--- src/rtl/core/baseline_mean_subtract_macros.svh ---
// ----------------------------------------------------------------------------
// Baseline mean subtract assertion macros
// Concurrent assertion wrappers; define NO_ASSERTIONS to compile them out.
// ----------------------------------------------------------------------------
`ifndef BASELINE_MEAN_SUBTRACT_MACROS_SVH
`define BASELINE_MEAN_SUBTRACT_MACROS_SVH

`ifndef NO_ASSERTIONS
// Check a property on every clock edge outside reset
`define BMS_ASSERT(label, clk, rstn, prop, msg) \
    label: assert property (@(posedge clk) disable iff (!rstn) prop) \
        else $error(msg);
// Check that a condition never holds outside reset
`define BMS_ASSERT_NEVER(label, clk, rstn, cond, msg) \
    label: assert property (@(posedge clk) disable iff (!rstn) !(cond)) \
        else $error(msg);
`else
`define BMS_ASSERT(label, clk, rstn, prop, msg)
`define BMS_ASSERT_NEVER(label, clk, rstn, cond, msg)
`endif

`endif

--- src/rtl/core/bms_pkg.sv ---
// ----------------------------------------------------------------------------
// Baseline mean subtract package
// Sizes, types, sequencer states and the structs shared by the block.
// ----------------------------------------------------------------------------
`default_nettype none

package bms_pkg;

    localparam int CHANNELS = 16;
    localparam int ROW_MAX  = 32;

    localparam int SAMPLE_W = 16;
    localparam int CH_W     = 4;
    localparam int FILT_W   = 17;
    localparam int MASK_W   = 16;
    localparam int SUM_W    = 48;
    localparam int CNT_W    = 32;
    localparam int MEAN_W   = 16;

    localparam int FILL_W    = $clog2(ROW_MAX + 1);
    localparam int ADDR_W    = (ROW_MAX > 1) ? $clog2(ROW_MAX) : 1;
    localparam int CIDX_W    = (CHANNELS > 1) ? $clog2(CHANNELS) : 1;
    localparam int ROWSUM_W  = SAMPLE_W + FILL_W;
    localparam int DIV_CNT_W = $clog2(SUM_W);

    localparam logic [CH_W:0]     CH_LIMIT = (CH_W + 1)'(CHANNELS);
    localparam logic [FILL_W-1:0] FILL_MAX = FILL_W'(ROW_MAX);

    typedef logic signed [SAMPLE_W-1:0] sample_t;
    typedef logic        [CH_W-1:0]     chan_t;
    typedef logic signed [FILT_W-1:0]   filt_t;
    typedef logic        [MASK_W-1:0]   mask_t;
    typedef logic signed [SUM_W-1:0]    sum_t;
    typedef logic        [CNT_W-1:0]    cnt_t;
    typedef logic signed [MEAN_W-1:0]   mean_t;
    typedef logic        [FILL_W-1:0]   fill_t;
    typedef logic signed [ROWSUM_W-1:0] rowsum_t;

    typedef enum logic [2:0] {
        ST_IDLE,
        ST_ACCUM,
        ST_DIV_GO,
        ST_DIV_WAIT,
        ST_READ,
        ST_LOAD,
        ST_WAIT
    } bms_state_t;

    // Commands from the sequencer to the channel statistics
    typedef struct packed {
        logic    clear;
        logic    accum;
        logic    mean_wr;
        chan_t   ch;
        fill_t   row_len;
        rowsum_t row_sum;
        mean_t   mean;
    } bms_stats_ctrl_t;

    // Statistics of the selected channel
    typedef struct packed {
        logic  room;
        sum_t  sum;
        cnt_t  count;
        mean_t mean;
    } bms_stats_view_t;

endpackage

`default_nettype wire

--- src/rtl/core/bms_ram.sv ---
// ----------------------------------------------------------------------------
// Generic RAM
// One write port, one read port with registered read data.
// ----------------------------------------------------------------------------
`default_nettype none

module bms_ram #(
    parameter int WIDTH = 16,
    parameter int DEPTH = 32
) (
    input  wire logic                                     clk,
    input  wire logic                                     wr_en,
    input  wire logic [((DEPTH > 1) ? $clog2(DEPTH) : 1)-1:0] wr_addr,
    input  wire logic [WIDTH-1:0]                         wr_data,
    input  wire logic                                     rd_en,
    input  wire logic [((DEPTH > 1) ? $clog2(DEPTH) : 1)-1:0] rd_addr,
    output logic      [WIDTH-1:0]                         rd_data
);

    logic [WIDTH-1:0] mem [DEPTH];

    // Write and registered read
    always_ff @(posedge clk) begin
        if (wr_en) begin
            mem[wr_addr] <= wr_data;
        end
        if (rd_en) begin
            rd_data <= mem[rd_addr];
        end
    end

endmodule

`default_nettype wire

--- src/rtl/core/bms_div.sv ---
// ----------------------------------------------------------------------------
// Baseline mean divider
// Bit-serial restoring divider: signed sum over unsigned count, one quotient
// bit per cycle, result truncated toward zero.
// ----------------------------------------------------------------------------
`default_nettype none

module bms_div (
    input  wire logic            aclk,
    input  wire logic            aresetn,
    input  wire logic            start,
    input  wire bms_pkg::sum_t   dividend,
    input  wire bms_pkg::cnt_t   divisor,
    output logic                 done,
    output bms_pkg::mean_t       quotient
);

    import bms_pkg::*;

    logic [SUM_W-1:0]     quo_reg, quo_next;
    logic [CNT_W-1:0]     rem_reg, rem_next;
    logic [CNT_W-1:0]     dvs_reg, dvs_next;
    logic                 neg_reg, neg_next;
    logic                 run_reg, run_next;
    logic                 done_reg, done_next;
    logic [DIV_CNT_W-1:0] cnt_reg, cnt_next;

    logic [CNT_W:0]   rem_shift;
    logic [CNT_W:0]   diff;
    logic [SUM_W-1:0] dividend_mag;
    logic [MEAN_W:0]  mag;
    logic [MEAN_W:0]  q_signed;

    // Magnitude of the dividend; the sign is restored at the end
    assign dividend_mag = dividend[SUM_W-1] ? SUM_W'(~dividend + 1'b1) : dividend;

    // Shift one dividend bit into the remainder and trial subtract
    assign rem_shift = {rem_reg, quo_reg[SUM_W-1]};
    assign diff      = rem_shift - {1'b0, dvs_reg};

    always_comb begin
        quo_next  = quo_reg;
        rem_next  = rem_reg;
        dvs_next  = dvs_reg;
        neg_next  = neg_reg;
        run_next  = run_reg;
        cnt_next  = cnt_reg;
        done_next = 1'b0;
        if (start) begin
            quo_next = dividend_mag;
            rem_next = '0;
            dvs_next = divisor;
            neg_next = dividend[SUM_W-1];
            cnt_next = DIV_CNT_W'(SUM_W - 1);
            run_next = 1'b1;
        end else if (run_reg) begin
            if (!diff[CNT_W]) begin
                rem_next = diff[CNT_W-1:0];
                quo_next = {quo_reg[SUM_W-2:0], 1'b1};
            end else begin
                rem_next = rem_shift[CNT_W-1:0];
                quo_next = {quo_reg[SUM_W-2:0], 1'b0};
            end
            cnt_next = cnt_reg - 1'b1;
            if (cnt_reg == '0) begin
                run_next  = 1'b0;
                done_next = 1'b1;
            end
        end
    end

    // Control state
    always_ff @(posedge aclk) begin
        if (!aresetn) begin
            run_reg  <= 1'b0;
            done_reg <= 1'b0;
            cnt_reg  <= '0;
        end else begin
            run_reg  <= run_next;
            done_reg <= done_next;
            cnt_reg  <= cnt_next;
        end
    end

    // Datapath
    always_ff @(posedge aclk) begin
        quo_reg <= quo_next;
        rem_reg <= rem_next;
        dvs_reg <= dvs_next;
        neg_reg <= neg_next;
    end

    // The mean fits in MEAN_W signed bits; apply the sign
    assign mag      = quo_reg[MEAN_W:0];
    assign q_signed = neg_reg ? (~mag + 1'b1) : mag;
    assign quotient = q_signed[MEAN_W-1:0];
    assign done     = done_reg;

endmodule

`default_nettype wire

--- src/rtl/core/bms_stats.sv ---
// ----------------------------------------------------------------------------
// Baseline channel statistics
// Per-channel sum, count and mean, with the global clear and the
// count headroom check for the selected channel.
// ----------------------------------------------------------------------------
`default_nettype none

module bms_stats (
    input  wire logic                     aclk,
    input  wire logic                     aresetn,
    input  wire bms_pkg::bms_stats_ctrl_t ctrl,
    output bms_pkg::bms_stats_view_t      view
);

    import bms_pkg::*;

    sum_t  sum_reg   [CHANNELS];
    cnt_t  count_reg [CHANNELS];
    mean_t mean_reg  [CHANNELS];

    logic [CIDX_W-1:0] idx;
    logic [CNT_W:0]    count_ext;
    sum_t              sum_add;

    assign idx       = ctrl.ch[CIDX_W-1:0];
    assign count_ext = {1'b0, count_reg[idx]} + (CNT_W + 1)'(ctrl.row_len);
    assign sum_add   = sum_reg[idx] + SUM_W'(ctrl.row_sum);

    // Clear on baseline start, accumulate a row, store the new mean
    always_ff @(posedge aclk) begin
        if (!aresetn || ctrl.clear) begin
            for (int i = 0; i < CHANNELS; i++) begin
                sum_reg[i]   <= '0;
                count_reg[i] <= '0;
                mean_reg[i]  <= '0;
            end
        end else begin
            if (ctrl.accum) begin
                sum_reg[idx]   <= sum_add;
                count_reg[idx] <= count_ext[CNT_W-1:0];
            end
            if (ctrl.mean_wr) begin
                mean_reg[idx] <= ctrl.mean;
            end
        end
    end

    // Selected channel view; room drops when the count would overflow its width
    always_comb begin
        view.room  = ~count_ext[CNT_W];
        view.sum   = sum_reg[idx];
        view.count = count_reg[idx];
        view.mean  = mean_reg[idx];
    end

endmodule

`default_nettype wire

--- src/rtl/core/baseline_mean_subtract.sv ---
// ----------------------------------------------------------------------------
// Baseline mean subtract
// Per-channel running-mean baseline removal for buffered sample rows.
// ----------------------------------------------------------------------------
// Samples are taken one per cycle and buffered until the request that
// carries row_last; the block then stops taking requests until the row has
// been replayed. The row update follows; when the row is accumulated during
// the baseline period, the bit-serial divider then works out the mean over
// the 48-bit sum. Each buffered sample is then read and replayed through a
// load state, set by the registered read of the row buffer, and a wait state
// that holds until the result is taken.
`default_nettype none

`include "baseline_mean_subtract_macros.svh"

module baseline_mean_subtract (
    input  wire logic             aclk,
    input  wire logic             aresetn,
    input  wire logic             cfg_wr_en,
    input  wire bms_pkg::mask_t   cfg_wr_data,
    input  wire logic             s_valid,
    output logic                  s_ready,
    input  wire bms_pkg::sample_t s_sample,
    input  wire bms_pkg::chan_t   s_channel,
    input  wire logic             s_baseline_on,
    input  wire logic             s_block_start,
    input  wire logic             s_row_last,
    output logic                  m_valid,
    input  wire logic             m_ready,
    output bms_pkg::filt_t        m_filtered,
    output bms_pkg::chan_t        m_out_channel,
    output logic                  m_out_last
);

    import bms_pkg::*;

    bms_state_t state_reg, state_next;

    fill_t   fill_reg, fill_next;
    fill_t   row_len_reg, row_len_next;
    rowsum_t row_sum_reg, row_sum_next;
    chan_t   ch_reg, ch_next;
    logic    flag_reg, flag_next;
    logic    prev_flag_reg, prev_flag_next;
    mask_t   mask_reg, mask_next;
    fill_t   emit_idx_reg, emit_idx_next;
    filt_t   m_filtered_reg, m_filtered_next;
    logic    m_last_reg, m_last_next;

    logic    accept;
    logic    store_ok;
    fill_t   fill_inc;
    rowsum_t sample_ext;
    logic    valid_ch;
    logic    accum_ok;
    mean_t   mean_sel;

    logic    rd_en;
    sample_t rd_data;
    logic    div_start;
    logic    div_done;
    mean_t   div_quot;
    logic    stats_accum;
    logic    stats_mean_wr;
    logic    out_load;

    bms_stats_ctrl_t stats_ctrl;
    bms_stats_view_t stats_view;

    assign accept     = s_valid && s_ready;
    assign store_ok   = fill_reg < FILL_MAX;
    assign fill_inc   = fill_reg + 1'b1;
    assign sample_ext = ROWSUM_W'(s_sample);
    assign valid_ch   = {1'b0, ch_reg} < CH_LIMIT;
    assign accum_ok   = valid_ch && flag_reg && stats_view.room;
    assign mean_sel   = (valid_ch && mask_reg[ch_reg]) ? stats_view.mean : '0;

    // Row buffer
    bms_ram #(
        .WIDTH (SAMPLE_W),
        .DEPTH (ROW_MAX)
    ) u_row_ram (
        .clk     (aclk),
        .wr_en   (accept && store_ok),
        .wr_addr (fill_reg[ADDR_W-1:0]),
        .wr_data (s_sample),
        .rd_en   (rd_en),
        .rd_addr (emit_idx_next[ADDR_W-1:0]),
        .rd_data (rd_data)
    );

    // Channel statistics
    always_comb begin
        stats_ctrl.clear   = accept && s_block_start && s_baseline_on && !prev_flag_reg;
        stats_ctrl.accum   = stats_accum;
        stats_ctrl.mean_wr = stats_mean_wr;
        stats_ctrl.ch      = ch_reg;
        stats_ctrl.row_len = row_len_reg;
        stats_ctrl.row_sum = row_sum_reg;
        stats_ctrl.mean    = div_quot;
    end

    bms_stats u_stats (
        .aclk    (aclk),
        .aresetn (aresetn),
        .ctrl    (stats_ctrl),
        .view    (stats_view)
    );

    // Mean divider
    bms_div u_div (
        .aclk     (aclk),
        .aresetn  (aresetn),
        .start    (div_start),
        .dividend (stats_view.sum),
        .divisor  (stats_view.count),
        .done     (div_done),
        .quotient (div_quot)
    );

    // Next state
    always_comb begin
        state_next = state_reg;
        unique case (state_reg)
            ST_IDLE: begin
                if (accept && s_row_last) begin
                    state_next = ST_ACCUM;
                end
            end
            ST_ACCUM: begin
                state_next = accum_ok ? ST_DIV_GO : ST_READ;
            end
            ST_DIV_GO: begin
                state_next = ST_DIV_WAIT;
            end
            ST_DIV_WAIT: begin
                if (div_done) begin
                    state_next = ST_READ;
                end
            end
            ST_READ: begin
                state_next = ST_LOAD;
            end
            ST_LOAD: begin
                state_next = ST_WAIT;
            end
            ST_WAIT: begin
                if (m_ready) begin
                    state_next = m_last_reg ? ST_IDLE : ST_LOAD;
                end
            end
            default: begin
                state_next = ST_IDLE;
            end
        endcase
    end

    // Sequencer outputs
    always_comb begin
        s_ready       = 1'b0;
        m_valid       = 1'b0;
        rd_en         = 1'b0;
        div_start     = 1'b0;
        stats_accum   = 1'b0;
        stats_mean_wr = 1'b0;
        out_load      = 1'b0;
        unique case (state_reg)
            ST_IDLE: begin
                s_ready = 1'b1;
            end
            ST_ACCUM: begin
                stats_accum = accum_ok;
            end
            ST_DIV_GO: begin
                div_start = 1'b1;
            end
            ST_DIV_WAIT: begin
                stats_mean_wr = div_done;
            end
            ST_READ: begin
                rd_en = 1'b1;
            end
            ST_LOAD: begin
                out_load = 1'b1;
            end
            ST_WAIT: begin
                m_valid = 1'b1;
                rd_en   = m_ready && !m_last_reg;
            end
            default: begin
                s_ready = 1'b0;
            end
        endcase
    end

    // Buffer the row, track the baseline flag edge, latch the row close
    always_comb begin
        fill_next      = fill_reg;
        row_sum_next   = row_sum_reg;
        row_len_next   = row_len_reg;
        ch_next        = ch_reg;
        flag_next      = flag_reg;
        prev_flag_next = prev_flag_reg;
        if (accept) begin
            if (s_block_start) begin
                prev_flag_next = s_baseline_on;
            end
            if (store_ok) begin
                fill_next    = fill_inc;
                row_sum_next = (fill_reg == '0) ? sample_ext : row_sum_reg + sample_ext;
            end
            if (s_row_last) begin
                row_len_next = store_ok ? fill_inc : fill_reg;
                fill_next    = '0;
                ch_next      = s_channel;
                flag_next    = s_baseline_on;
            end
        end
    end

    // Replay index and output register
    always_comb begin
        emit_idx_next   = emit_idx_reg;
        m_filtered_next = m_filtered_reg;
        m_last_next     = m_last_reg;
        if (state_reg == ST_ACCUM) begin
            emit_idx_next = '0;
        end
        if (state_reg == ST_WAIT && m_ready && !m_last_reg) begin
            emit_idx_next = emit_idx_reg + 1'b1;
        end
        if (out_load) begin
            m_filtered_next = FILT_W'(rd_data) - FILT_W'(mean_sel);
            m_last_next     = fill_t'(emit_idx_reg + 1'b1) == row_len_reg;
        end
    end

    assign mask_next = cfg_wr_en ? cfg_wr_data : mask_reg;

    // Control registers
    always_ff @(posedge aclk) begin
        if (!aresetn) begin
            state_reg     <= ST_IDLE;
            fill_reg      <= '0;
            prev_flag_reg <= 1'b0;
            mask_reg      <= '0;
            emit_idx_reg  <= '0;
        end else begin
            state_reg     <= state_next;
            fill_reg      <= fill_next;
            prev_flag_reg <= prev_flag_next;
            mask_reg      <= mask_next;
            emit_idx_reg  <= emit_idx_next;
        end
    end

    // Payload registers
    always_ff @(posedge aclk) begin
        row_sum_reg    <= row_sum_next;
        row_len_reg    <= row_len_next;
        ch_reg         <= ch_next;
        flag_reg       <= flag_next;
        m_filtered_reg <= m_filtered_next;
        m_last_reg     <= m_last_next;
    end

    assign m_filtered    = m_filtered_reg;
    assign m_out_channel = ch_reg;
    assign m_out_last    = m_last_reg;

    // Checks
    `BMS_ASSERT_NEVER(a_no_take_while_emit, aclk, aresetn, s_ready && m_valid, "input taken during replay")
    `BMS_ASSERT(a_fill_bound, aclk, aresetn, fill_reg <= FILL_MAX, "row fill beyond row size")
    `BMS_ASSERT(a_last_frees_input, aclk, aresetn, m_valid && m_ready && m_out_last |=> s_ready, "input not freed after row end")
    `BMS_ASSERT(a_div_done_waited, aclk, aresetn, div_done |-> state_reg == ST_DIV_WAIT, "divider done outside wait")

endmodule

`default_nettype wire

--- config.mk ---
export PLATFORM = sky130hd
export DESIGN_NAME = baseline_mean_subtract
export DESIGN_NICKNAME = d
export VERILOG_FILES = /design/src/rtl/core/bms_pkg.sv /design/src/rtl/core/bms_ram.sv /design/src/rtl/core/bms_div.sv /design/src/rtl/core/bms_stats.sv /design/src/rtl/core/baseline_mean_subtract.sv
export VERILOG_INCLUDE_DIRS = /design/src /design/src/rtl/core
export SDC_FILE = /design/constraint.sdc
export NUM_CORES = 2
export LEC_CHECK = 0
export BUFFER_PORTS_ARGS = -buffer_cell sky130_fd_sc_hd__buf_2
export CORE_ASPECT_RATIO = 2
export CORE_MARGIN = 2
export CORE_UTILIZATION = 35
export CTS_CLUSTER_SIZE = 16
export DETAILED_ROUTE_END_ITERATION = 8
export PLACE_DENSITY_LB_ADDON = 0.1
export SLEW_MARGIN = 20
export SYNTH_ARGS = -nofsm -noshare
export SYNTH_HDL_FRONTEND = slang
export SYNTH_SLANG_ARGS = --single-unit
--- constraint.sdc ---
create_clock -name aclk -period 8.12 [get_ports aclk]
set_input_delay 0.406 -clock aclk [delete_from_list [all_inputs] [get_ports aclk]]
set_output_delay 0.406 -clock aclk [all_outputs]
set_load 0.02 [all_outputs]
Word level (Yosys, flattened, before mapping):

Memory sizes are Yosys's and may differ from the RTL's. A register that Yosys moved wholly into a read port is not among the register bits.
Cells that the tools add are included.

* bits in registers: 204
* memory bits (writable): 2048
* input port bits: 44
* output and inout bits: 24
* word-level logic and storage cells: 134
* memories: 4

Memories
* u_stats.sum_reg: depth 16, width 48, rd ports 1, clocked after memory_dff 1, wr ports 16, RTL line bms_stats.sv:17 `sum_t sum_reg [CHANNELS];`
* u_row_ram.mem: depth 32, width 16, rd ports 1, clocked after memory_dff 1, wr ports 1, RTL line bms_ram.sv:20 `logic [WIDTH-1:0] mem [DEPTH];`
* u_stats.count_reg: depth 16, width 32, rd ports 1, clocked after memory_dff 1, wr ports 16, RTL line bms_stats.sv:18 `cnt_t count_reg [CHANNELS];`
* u_stats.mean_reg: depth 16, width 16, rd ports 1, clocked after memory_dff 1, wr ports 16, RTL line bms_stats.sv:19 `mean_t mean_reg [CHANNELS];`

* add/sub/neg operators: 10
* magnitude comparators: 2
* equality and inequality tests: 10
* multiplexer cells: 55
* bitwise gates (word level): 5
* reduce and logical (&&, ||, !) cells: 28

Operator list (number)
* $mux 48: 4
* $mux 32: 2
* $add 48x1->48 const B: 1
* $add 48x22->48: 1
* $mux 16: 3
* $not 48->48: 1
* $reduce_or 48->1: 1
* $mux 6: 6
* $add 32x6->33: 1
* $sub 33x32->33: 1
* $reduce_or 32->1: 1
* $mux 1: 25
* $mux 4: 6
* $add 22x16->22: 1
* $mux 22: 1
* $pmux 3 s7: 1
* $sub 16x16->17: 1
* $add 16x1->16 const B: 1
* $not 16->16: 1
* $reduce_or 16->1: 1
* $mux 3: 5
* $add 6x1->6 const B: 2
* $logic_not 6->1: 2
* $logic_and 1x1->1: 10
* 20 further kinds: 31

Longest topological paths before layout:

* depth after elaboration: 11
* depth in mapped cells: 27
* depth with buffers taken out: 16

By module:

From an unflattened synthesis, not the netlist that was laid out.

* cell total of the unflattened synthesis: 7013
* area total of the unflattened synthesis: 102640.9 µm²

By module, submodules not included
* bms_stats: instances 1, cells an instance 4492, area each 68821.0 µm², sequential area each 46124.2 µm²
* bms_ram: instances 1, cells an instance 1143, area each 20694.8 µm², sequential area each 15855.2 µm²
* bms_div: instances 1, cells an instance 814, area each 7702.4 µm², sequential area each 3233.1 µm²
* baseline_mean_subtract: instances 1, cells an instance 564, area each 5422.7 µm², sequential area each 2172.1 µm²

Worst setup path after synthesis:

No wires, ideal clock.

* kind: register -> register
* start point: register (tool-made name)
* end point: memory u_stats.count_reg[3][0] (netlist bit) (enable)
* setup time: 0.440 ns
* arrival time: 7.414 ns
* data required time: 7.680 ns
* path slack: 0.265 ns
* cell stages (with the launch flop): 27
* buffers on the path: 12
* period minus slack after synthesis: 7.855 ns
* path through: dfxtp_1 -> buf_6 -> buf_6 -> buf_4 -> buf_6 -> buf_6 -> buf_4 -> buf_4 -> buf_4 -> buf_4 -> buf_2 -> mux4_2 -> mux4_2 -> ha_1 -> fa_1 -> a21oi_1 -> nor2_1 -> nor2_1 -> o21bai_1 -> a21oi_1 -> nor4_2 -> a41oi_1 -> and2_1 -> clkbuf_1 -> nand3_1 -> buf_2 -> nand2_1

RTL lines (RTL line)
* to (decl): bms_stats.sv:18

==> metrics.cfg <==
[floorplanning]
initial_core_util=0.352
core_mm2=0.290
die_w_um=386
die_y_um=768
std_cell_rows=280
die_area_mm2=0.297
boundaryPins=68

[sta]
tns_ns=0
finalCriticalPeriod_ns=6.65
rsz0062_at_grt=false
report.final.slew_viol_count=0
relSlewSlack=0.223
hold_violations=0
setup_viol_count_final=0
fin_crit_sh=0.820
skew_ns=0.0467
fmax_mhz=150
worstMarginPinSlew_ns=1.15

[logic_synthesis]
yosysTopAreaCellShare=0.645
synth_area_leaders=edfxtp_1 65%, mux4_2 12%, nor2_1 6.6%
postSynthRegisterBits=2272
ys_warn_count=0
synth_cells=7099
yosys_most_used_dff=edfxtp_1
yosysUniqueCellTypes=87
syn_area_per_cell_um2=14.4
ys_seq_area_frac=0.660
yosys.area_share.adder=0.0170
syn_nets=7279
synthMuxAreaShare=0.135
netlist_area_mm2=0.102
synth-xor-area-share=0.0175
synth_edf_count=2196
synth_top_family_by_area=multiplexers
ys_async_sr_fraction=0
synth_common_cells=2196 x edfxtp_1, 1803 x nor2_1, 550 x mux4_2, 342 x nand2_1, 245 x clkbuf_1
synth-compound-area-share=0.0406
synthSimpleGateAreaFrac=0.102
synth_top_area_cell=edfxtp_1
yosysMostFrequentCell=edfxtp_1

[global_routing]
grt_pass1_vias=64200
track_usage=0.225
grt_max_degree=83
antenna_found_initial=6
grt_overflow=0
grt_pass1_wl_um=475000

[critical_path]
critPathLaunchType=flip-flop
worstPathCellList=buf_12, buf_12, mux4_2, mux4_2, ha_1, o211a_1, a21oi_1, nor3_1, nor4_1, o21bai_1, a31o_2, a31oi_1, o31ai_1, xnor2_1, buf_4, nor2_1
cp_max_fo=34
critical_path.max_stage_delay_ns=0.71
cp_data_required_time_ns=8.72
end_kind=flip-flop
crit_type=reg2reg
crit_slowest_cell=dfxtp_4
cp.arrival_ns=7.25

[power_and_ir_drop]
total_power_uw=30700
ir_drop_v=0.000184
p_leak_uw=0.0401
p_per_area_mw_per_mm2=268

[clock_tree]
cts_hold_buf=25
insertion_delay_ns=0.90
cts_tree=done
clk_path_buf_depth=4
post_cts_resized=0
clk_pin_slew_ns=0.07
cts.htree.levels=4
post_cts_buffers=0
root_buffer=clkbuf_16
clock_sink_count=2272
cts_buffers=213

[route]
dr.pass1.iters=5
final_antenna_net_count=0
routed_wl_um=336000
num_vias=60700
wl_per_cell_um=30.1
drc=0
viasPerCell=5.45
drt_iter0_drc=4550

[finish]
largest_reg_flops=768
drive_gt1_frac=0.175
finalNetCount=7346
areaGrowthSynthToFinish_pct=12.2

[status]
outcome=finished clean

[place]
dp_hpwl_um=210000
io_buffers=67
gp_congestion=0.832

[hold_path]
hold_class=in2reg

[flow_run]
drv_cap=0

## layer usage
metal | share of wire | track usage | vias to the layer above
li1 | - | - | 26500
met2 | 0.57 | 0.443 | 1581
met1 | 0.35 | 0.240 | 32100
met5 | 0 | 0 | -
met3 | 0.036 | 0.0212 | 528
met4 | 0.043 | 0.0871 | 0
## critical path, delay by kind of cell (launching register included)
kind	cells	cell delay (ns)
flip-flops	1	0.71
AND/OR/NAND/NOR	3	0.79
XOR/XNOR	1	0.23
buffers and inverters	3	0.88
AO/OA/AOI/OAI	6	2.05
multiplexers	2	1.16
adder cells (fa/ha/maj)	1	0.38
## path summary, 6_finish.rpt
path	startpoint	to	cells after the start	slack (ns)
hold reg to reg	u_div.rem_reg[30]	u_div.rem_reg[30]	2	0.51
hold / removal	cfg_wr_en	mask_reg[8]	3	0.1
setup reg to reg	flip-flop	u_stats.sum_reg[12][47]	16	1.47
setup / recovery	flip-flop	u_stats.sum_reg[12][47]	16	1.47
## layout make-up
type                    count  area [um2]
repair buffers            360        3020
well taps                3807        4760
clock inverters           104         870
diodes                      2        5.00
clock buffers             270        5680
inverters                 105         402
flip-flops and latches   2272       67500
fillers                 27000      176000
multi-input cells        4214       32500
## where the power goes
group | switching, uW | internal, uW
Sequential | 303 | 13500
Combinational | 4660 | 2350
Clock | 4530 | 5370
Total | 9490 | 21300
## through the flow
step / setup slack (ns) / utilization / hold WS (ns) / std cells / cell area [um2]
2_1_floorplan: 0.265 / - / 0.467 / 7099 / 102000
3_3_place_gp: 1.20 / 0.371 / 0.498 / 10700 / 108000
3_5_place_dp: 1.46 / 0.371 / 0.503 / 10700 / 108000
4_1_cts: 1.42 / 0.395 / 0.0377 / 11100 / 115000
5_1_grt: 1.11 / 0.395 / 0.0805 / 11100 / 115000
6_report: 1.47 / 0.395 / 0.0987 / 11100 / 115000
## cells in the final DEF (no fill, tap or decap), types with 101 or more instances in the layout
cell | synthesis | final
a21oi_1 | 168 | 167
buf_4 | 32 | 234
clkbuf_16 | 0 | 216
edfxtp_1 | 2196 | 2196
ha_1 | 131 | 131
inv_1 | 102 | 101
mux2i_1 | 134 | 133
mux4_2 | 550 | 550
nand2_1 | 342 | 314
nand3_1 | 106 | 102
nor2_1 | 1803 | 1800
o21ai_0 | 182 | 178
xnor2_1 | 129 | 118
## logic make-up (layout without fill, tap and decap cells)
family | Yosys count | after routing
XOR/XNOR | 204 | 204
adder cells (fa/ha/maj) | 136 | 136
other | 0 | 2
AND/OR/NAND/NOR | 2530 | 2530
buffers and inverters | 613 | 839
multiplexers | 692 | 692
AO/OA/AOI/OAI | 652 | 652
flip-flops | 2272 | 2272
Note: power is estimated with default switching activity, not from simulation.
